===== config.mk =====
export PLATFORM = sky130hd
export DESIGN_NAME = pixel_brightness_contrast
export DESIGN_NICKNAME = d
export VERILOG_FILES = /design/src/design/pbc_pkg.sv /design/src/design/pbc_coef.sv /design/src/design/pbc_bright.sv /design/src/design/pbc_scale.sv /design/src/design/pixel_brightness_contrast.sv
export SDC_FILE = /design/constraint.sdc
export NUM_CORES = 2
export LEC_CHECK = 0
export BUFFER_PORTS_ARGS = -buffer_cell sky130_fd_sc_hd__buf_2
export CORE_MARGIN = 10
export CORE_UTILIZATION = 60
export CTS_CLUSTER_SIZE = 10
export DETAILED_ROUTE_END_ITERATION = 6
export PLACE_DENSITY = 0.78
export REMOVE_ABC_BUFFERS = 1
export SYNTH_ARGS = -nofsm -noshare
export SYNTH_HDL_FRONTEND = slang
export SYNTH_SLANG_ARGS = --single-unit
export TNS_END_PERCENT = 50

===== constraint.sdc =====
create_clock -name clk -period 24.6 [get_ports clk]
set_clock_uncertainty 0.1 [all_clocks]
set_input_delay 2.46 -clock clk [delete_from_list [all_inputs] [get_ports clk]]
set_output_delay 2.46 -clock clk [all_outputs]
set_load 0.01 [all_outputs]

===== src/design/pbc_pkg.sv =====
// Shared types, constants and helpers for the pixel brightness and contrast block.
package pbc_pkg;

	// Sample and configuration widths.
	localparam int ChanW = 16;
	localparam int CfgIdxW = 3;
	localparam int CfgDataW = 8;

	// Widths of the derived coefficients.
	localparam int BoffW = 18;
	localparam int GainW = 12;
	localparam int CoffW = 28;

	// Configuration register indexes.
	localparam logic [CfgIdxW-1:0] REG_WIDE = 3'd0;
	localparam logic [CfgIdxW-1:0] REG_YUV = 3'd1;
	localparam logic [CfgIdxW-1:0] REG_BRIGHT = 3'd2;
	localparam logic [CfgIdxW-1:0] REG_CONTRAST = 3'd3;
	localparam logic [CfgIdxW-1:0] REG_LUMA = 3'd4;

	// Reciprocals for exact truncating division by 100 and by 25.
	localparam logic [23:0] Recip100 = 24'd10737419;
	localparam logic [17:0] Recip25 = 18'd167773;

	// Identity gain (1.0 in signed 4.8 fixed point).
	localparam logic signed [GainW-1:0] GainUnity = 12'sd256;

	typedef logic [ChanW-1:0] chan_t;

	// Coefficients derived from the configuration registers.
	typedef struct packed {
		logic signed [BoffW-1:0] boff;
		logic signed [GainW-1:0] gain;
		logic signed [CoffW-1:0] coff;
	} coef_t;

	// Full-scale sample value for the selected sample width.
	function automatic chan_t max_of(input logic wide);
		max_of = wide ? 16'hFFFF : 16'h00FF;
	endfunction

endpackage


===== src/design/pbc_coef.sv =====
// Derives brightness offset, contrast gain and contrast offset from configuration.
module pbc_coef (
	input  logic                                 clk,
	input  logic                                 arst_n,
	input  logic                                 wide,
	input  logic signed [pbc_pkg::CfgDataW-1:0]  bright,
	input  logic signed [pbc_pkg::CfgDataW-1:0]  contrast,
	output pbc_pkg::coef_t                       coef
);

	logic [7:0]                           bmag;
	logic [23:0]                          bscaled;
	logic [47:0]                          bprod;
	logic [17:0]                          bquot;
	logic signed [pbc_pkg::BoffW-1:0]     boff_d;
	logic signed [pbc_pkg::BoffW-1:0]     boff_q;
	logic signed [8:0]                    cterm;
	logic [7:0]                           cmag;
	logic [15:0]                          cnum;
	logic [33:0]                          cprod;
	logic [11:0]                          gquot;
	logic signed [pbc_pkg::GainW-1:0]     gain_d;
	logic signed [pbc_pkg::GainW-1:0]     gain_q;
	logic signed [28:0]                   gext;
	logic signed [28:0]                   gscaled;
	logic signed [28:0]                   gadj;
	logic signed [28:0]                   ghalf;
	logic signed [pbc_pkg::CoffW-1:0]     coff_d;
	logic signed [pbc_pkg::CoffW-1:0]     coff_q;
	pbc_pkg::chan_t                       maxv;

	assign maxv = pbc_pkg::max_of(wide);

	// Brightness offset: |b| * max / 100, truncated toward zero, sign restored.
	always_comb begin
		bmag = bright[7] ? 8'(-bright) : 8'(bright);
		if (wide) begin
			bscaled = {bmag, 16'h0} - {16'h0, bmag};
		end else begin
			bscaled = {8'h0, bmag, 8'h0} - {16'h0, bmag};
		end
		bprod = bscaled * pbc_pkg::Recip100;
		bquot = bprod[47:30];
		boff_d = bright[7] ? 18'(-bquot) : 18'(bquot);
	end

	// Contrast gain: (c+100)*64/25 below zero, (c+25)*256/25 otherwise.
	always_comb begin
		if (contrast[7]) begin
			cterm = 9'(contrast) + 9'sd100;
		end else begin
			cterm = 9'(contrast) + 9'sd25;
		end
		cmag = cterm[8] ? 8'(-cterm) : 8'(cterm);
		cnum = contrast[7] ? {2'b00, cmag, 6'h0} : {cmag, 8'h0};
		cprod = cnum * pbc_pkg::Recip25;
		gquot = cprod[33:22];
		gain_d = cterm[8] ? 12'(-gquot) : 12'(gquot);
	end

	// Contrast offset: max*128 - trunc(max*gain/2), from the registered gain.
	always_comb begin
		gext = 29'(gain_q);
		if (wide) begin
			gscaled = (gext <<< 16) - gext;
		end else begin
			gscaled = (gext <<< 8) - gext;
		end
		gadj = gscaled + $signed(29'(gscaled[28] & gscaled[0]));
		ghalf = gadj >>> 1;
		coff_d = $signed({5'b0, maxv, 7'b0}) - 28'(ghalf);
	end

	// Coefficient registers; reset holds the identity setting.
	always_ff @(posedge clk or negedge arst_n) begin
		if (!arst_n) begin
			boff_q <= '0;
			gain_q <= pbc_pkg::GainUnity;
			coff_q <= '0;
		end else begin
			boff_q <= boff_d;
			gain_q <= gain_d;
			coff_q <= coff_d;
		end
	end

	assign coef.boff = boff_q;
	assign coef.gain = gain_q;
	assign coef.coff = coff_q;

endmodule


===== src/design/pbc_bright.sv =====
// Adds the brightness offset to one channel and clamps to the sample range.
module pbc_bright (
	input  pbc_pkg::chan_t                   x,
	input  logic signed [pbc_pkg::BoffW-1:0] boff,
	input  logic                             wide,
	output pbc_pkg::chan_t                   y
);

	logic signed [18:0] sum;
	pbc_pkg::chan_t     maxv;

	assign maxv = pbc_pkg::max_of(wide);

	// Offset add, then clamp to 0..max.
	always_comb begin
		sum = $signed({3'b000, x}) + 19'(boff);
		if (sum[18]) begin
			y = '0;
		end else if (sum[17:0] > {2'b00, maxv}) begin
			y = maxv;
		end else begin
			y = sum[15:0];
		end
	end

endmodule


===== src/design/pbc_scale.sv =====
// Applies contrast gain and offset to one channel and clamps to the sample range.
module pbc_scale (
	input  pbc_pkg::chan_t                   x,
	input  logic signed [pbc_pkg::GainW-1:0] gain,
	input  logic signed [pbc_pkg::CoffW-1:0] coff,
	input  logic                             wide,
	output pbc_pkg::chan_t                   y
);

	logic signed [28:0] prod;
	logic signed [29:0] acc;
	pbc_pkg::chan_t     maxv;

	assign maxv = pbc_pkg::max_of(wide);

	// x*gain + offset, divide by 256, clamp to 0..max.
	always_comb begin
		prod = $signed({1'b0, x}) * gain;
		acc = 30'(prod) + 30'(coff);
		if (acc[29]) begin
			y = '0;
		end else if (acc[29:8] > {6'h0, maxv}) begin
			y = maxv;
		end else begin
			y = acc[23:8];
		end
	end

endmodule


===== src/design/pixel_brightness_contrast.sv =====
// Top level of the pixel brightness and contrast block.
// A result passes the input, brightness and contrast stage registers before output.
// Throughput: one pixel per cycle; three register stages, stalled only by out_ready.
// A configuration write passes the configuration, then the coefficient registers.
// Reset (arst_n low) clears all valid flags and restores the register defaults.
module pixel_brightness_contrast (
	input  logic                             clk,
	input  logic                             arst_n,
	input  logic                             cfg_wr_en,
	input  logic [pbc_pkg::CfgIdxW-1:0]      cfg_index,
	input  logic [pbc_pkg::CfgDataW-1:0]     cfg_data,
	input  logic                             in_valid,
	output logic                             in_ready,
	input  logic [15:0]                      chan_zero,
	input  logic [15:0]                      chan_one,
	input  logic [15:0]                      chan_two,
	input  logic [15:0]                      alpha_in,
	output logic                             out_valid,
	input  logic                             out_ready,
	output logic [15:0]                      out_zero,
	output logic [15:0]                      out_one,
	output logic [15:0]                      out_two,
	output logic [15:0]                      alpha_out
);

	logic                                   wide_q;
	logic                                   yuv_q;
	logic signed [pbc_pkg::CfgDataW-1:0]    bright_q;
	logic signed [pbc_pkg::CfgDataW-1:0]    contrast_q;
	logic                                   luma_q;
	pbc_pkg::coef_t                         coef;
	pbc_pkg::chan_t                         maxv;

	logic                                   v_s1;
	logic                                   v_s2;
	logic                                   v_s3;
	logic                                   free_s1;
	logic                                   free_s2;
	logic                                   free_s3;

	pbc_pkg::chan_t                         c0_s1, c1_s1, c2_s1, al_s1;
	pbc_pkg::chan_t                         c0_s2, c1_s2, c2_s2, al_s2;
	pbc_pkg::chan_t                         c0_s3, c1_s3, c2_s3, al_s3;
	pbc_pkg::chan_t                         b0, b1, b2;
	pbc_pkg::chan_t                         k0, k1, k2;

	assign maxv = pbc_pkg::max_of(wide_q);

	// Configuration registers.
	always_ff @(posedge clk or negedge arst_n) begin
		if (!arst_n) begin
			wide_q <= 1'b0;
			yuv_q <= 1'b0;
			bright_q <= '0;
			contrast_q <= '0;
			luma_q <= 1'b1;
		end else if (cfg_wr_en) begin
			case (cfg_index)
				pbc_pkg::REG_WIDE:     wide_q <= cfg_data[0];
				pbc_pkg::REG_YUV:      yuv_q <= cfg_data[0];
				pbc_pkg::REG_BRIGHT:   bright_q <= cfg_data;
				pbc_pkg::REG_CONTRAST: contrast_q <= cfg_data;
				pbc_pkg::REG_LUMA:     luma_q <= cfg_data[0];
				default: ;
			endcase
		end
	end

	pbc_coef u_coef (
		.clk      (clk),
		.arst_n   (arst_n),
		.wide     (wide_q),
		.bright   (bright_q),
		.contrast (contrast_q),
		.coef     (coef)
	);

	// Stage flow control: a stage takes new data when empty or draining.
	assign free_s3 = !v_s3 || out_ready;
	assign free_s2 = !v_s2 || free_s3;
	assign free_s1 = !v_s1 || free_s2;
	assign in_ready = free_s1;

	always_ff @(posedge clk or negedge arst_n) begin
		if (!arst_n) begin
			v_s1 <= 1'b0;
			v_s2 <= 1'b0;
			v_s3 <= 1'b0;
		end else begin
			if (free_s1) begin
				v_s1 <= in_valid;
			end
			if (free_s2) begin
				v_s2 <= v_s1;
			end
			if (free_s3) begin
				v_s3 <= v_s2;
			end
		end
	end

	// Input stage: samples reduced to the active sample width.
	always_ff @(posedge clk) begin
		if (in_valid && free_s1) begin
			c0_s1 <= chan_zero & maxv;
			c1_s1 <= chan_one & maxv;
			c2_s1 <= chan_two & maxv;
			al_s1 <= alpha_in & maxv;
		end
	end

	// Brightness stage: chroma bypasses the offset in YUV formats.
	pbc_bright u_bright0 (.x(c0_s1), .boff(coef.boff), .wide(wide_q), .y(b0));
	pbc_bright u_bright1 (.x(c1_s1), .boff(coef.boff), .wide(wide_q), .y(b1));
	pbc_bright u_bright2 (.x(c2_s1), .boff(coef.boff), .wide(wide_q), .y(b2));

	always_ff @(posedge clk) begin
		if (v_s1 && free_s2) begin
			c0_s2 <= b0;
			c1_s2 <= yuv_q ? c1_s1 : b1;
			c2_s2 <= yuv_q ? c2_s1 : b2;
			al_s2 <= al_s1;
		end
	end

	// Contrast stage: chroma passes when luma-only applies to a YUV format.
	pbc_scale u_scale0 (
		.x(c0_s2), .gain(coef.gain), .coff(coef.coff), .wide(wide_q), .y(k0)
	);
	pbc_scale u_scale1 (
		.x(c1_s2), .gain(coef.gain), .coff(coef.coff), .wide(wide_q), .y(k1)
	);
	pbc_scale u_scale2 (
		.x(c2_s2), .gain(coef.gain), .coff(coef.coff), .wide(wide_q), .y(k2)
	);

	always_ff @(posedge clk) begin
		if (v_s2 && free_s3) begin
			c0_s3 <= k0;
			c1_s3 <= (yuv_q && luma_q) ? c1_s2 : k1;
			c2_s3 <= (yuv_q && luma_q) ? c2_s2 : k2;
			al_s3 <= al_s2;
		end
	end

	assign out_valid = v_s3;
	assign out_zero = c0_s3;
	assign out_one = c1_s3;
	assign out_two = c2_s3;
	assign alpha_out = al_s3;

`ifndef SYNTHESIS
	// In 8-bit mode no result exceeds the 8-bit full scale.
	a_narrow_range: assert property (@(posedge clk) disable iff (!arst_n)
		out_valid && !wide_q |-> out_zero[15:8] == 8'h00 && out_one[15:8] == 8'h00
			&& out_two[15:8] == 8'h00 && alpha_out[15:8] == 8'h00)
		else $error("result exceeds 8-bit full scale");

	// A full, stalled pipeline must refuse new requests.
	a_full_stall: assert property (@(posedge clk) disable iff (!arst_n)
		v_s1 && v_s2 && v_s3 && !out_ready |-> !in_ready)
		else $error("request accepted while pipeline is full");

	// A settled zero contrast must give the identity gain.
	a_unity_gain: assert property (@(posedge clk) disable iff (!arst_n)
		contrast_q == 8'sd0 && $stable(contrast_q) |-> coef.gain == pbc_pkg::GainUnity)
		else $error("zero contrast does not give unity gain");
`endif

endmodule

==> metrics.txt <==
status complete, no violations; WP buf/inv 5; vias 38,200; Critical Path Fanout Max 13; clock-pin slew on the worst setup and hold paths 0.05 ns; post-cts gate resize count 0; GR Overflow Total 0; final wirelength 131 mm; Max-Slew Margin vs Limit 19.8%; setup TNS 0 ns; Required @ worst endpoint 25.01 ns; Post-synth EDFFs 192; row cnt 107; initial antenna violation count 2; die height 314 um; Largest delay share family, worst path adder cells; CP peak stage delay 0.70 ns; final net count 7,135; Initial Util 60.7%; startpoint types register; FFs w/ async S/R, synth 29.4%; core area 0.0855 mm2; largest net degree at the start of global routing 81; Crit. End Element register; most area-hungry cell type in the Yosys netlist fa_1; drt via density 5.74; RSZ-0062 raised after global routing no; Max Cap Viol 0; Synth warnings 0; Synth area leaders fa_1 30%, ha_1 19%, edfxtp_1 11%, inv_1 8.0%, nand2_1 4.0%; f_max 89.6 MHz; worst-margin pin slew 1.17 ns; Final min period 11.17 ns; Post-synth top cells 1,104 x inv_1, 786 x ha_1, 782 x fa_1; Slew Limit Fails 0; global-route wire length before repair 211 mm; Post-CTS Hold Fix Bufs 0; Avg WL per Cell 19.6 um; die width 314 um; critical path class reg -> reg; GRT Util Overall 26.8%; Seq cells post-synth 272; Residual DRC 0; DR iter-0 viols 2,877; Worst R2R Setup Slack 13.43 ns; Yosys top cell area share 30.1%; Hold Fails Final Rpt 0; Synth-to-Final Area Change 5.47%; Post-Syn Area 0.0519 mm2; Synth cell types 100; number of port buffers 145; sinks on the clock net 272; hpwl dp 106 mm; Gate Count Post-Synth 5,463; CTS H-tree lvls 2; fin cells 6,659; drt first pass iters 5; CTS buffer count 37; slowest CP cell dfrtp_1; DRT antenna net count 0; share of cells above drive strength 1 6.00%; GP Congestion 0.964; Hold Crit Class reg -> reg; root buffer cell clkbuf_16; final setup fails 0; Post-CTS Setup Bufs 0; Boundary Pins 146; Clock Latency Late Sink 0.59 ns; TritonCTS clock tree built; prevailing post-synth register cell edfxtp_1; vias in the first global route 39,600; placed cells 6,592; final core occ 64.0%; critical path arrival 11.58 ns; Die ar. 0.0987 mm2; most frequent cell after synthesis inv_1; WHS 0.312 ns; largest buffer count on any clock path 3; Final period util 45.4%; Seq/Total Area, Yosys 15.0%; syn avg cell area 9.51 um2
-- cell type report --
cell class	count	area [um2]
Sequential cell	272	7780
Antenna cell	1	2.50
Fill cell	6788	30800
Multi-Input combinational cell	3894	39300
Tap cell	1144	1430
Clock buffer	54	1000
Clock inverter	12	174
Timing Repair Buffer	178	976
Inverter	1104	4150
-- placed cells by master (no fill, tap or decap), types with 152 or more instances in the layout --
master | Yosys | layout
a21oi_1 | 153 | 153
and2_1 | 222 | 219
edfxtp_1 | 192 | 192
fa_1 | 782 | 782
ha_1 | 786 | 786
inv_1 | 1104 | 1103
nand2_1 | 549 | 549
nor2_1 | 202 | 202
o21ai_0 | 152 | 152
xnor2_1 | 166 | 166
-- kinds of logic after synthesis --
group                    Yosys count  synth area share (%)
buffers and inverters           1297                  9.45
AND/OR/NAND/NOR                 1425                  13.7
AO/OA/AOI/OAI                    601                  7.53
flip-flops                       272                  15.0
XOR/XNOR                         246                  4.21
multiplexers                      54                  1.10
adder cells (fa/ha/maj)         1568                  49.1
-- metal layers --
layer	vias to the layer above	routed length, um	part of all wire, %	track usage (%)
li1	17500	-	-	-
met1	19000	53000	41	35.0
met2	1379	62700	48	44.9
met3	299	9340	7.1	3.90
met4	0	5640	4.3	10.2
met5	-	0	0	0
-- registers in the layout, indices dropped and copies added (netlist names), 12 cells and up --
register,flops
al_s1,16
al_s2,16
alpha_out,16
c0_s1,16
c0_s2,16
c1_s1,16
c1_s2,16
c2_s1,16
c2_s2,16
out_one,16
out_two,16
out_zero,16
u_coef.boff_q,18
u_coef.coff_q,28
u_coef.gain_q,12
-- stage by stage --
stage	instance area (um2)	setup slack, ns
after global routing	54800	12.61
after global placement	53600	13.74
after CTS	54800	13.52
after detailed placement	53600	13.57
final	54800	13.43
after floorplan	51200	13.17
-- path summary, 6_finish.rpt --
path,start,endpoint,cells past startpoint
setup / recovery,bright_q[0]$_DFFE_PN0P_,u_coef.boff_q[13]$_DFF_PN0_,36
hold / removal,al_s1[2]$_DFFE_PP_,al_s2[2]$_DFFE_PP_,0
setup reg to reg,bright_q[0]$_DFFE_PN0P_,u_coef.boff_q[13]$_DFF_PN0_,36
hold reg to reg,al_s1[2]$_DFFE_PP_,al_s2[2]$_DFFE_PP_,0
max in group asynchronous,arst_n,wide_q$_DFFE_PN0P_,2
min in group asynchronous,arst_n,out_valid$_DFFE_PN0P_,1
Power is left out: the tool's default activity adds up to more than one toggle a clock period on the data nets, which glitch-free logic cannot reach.
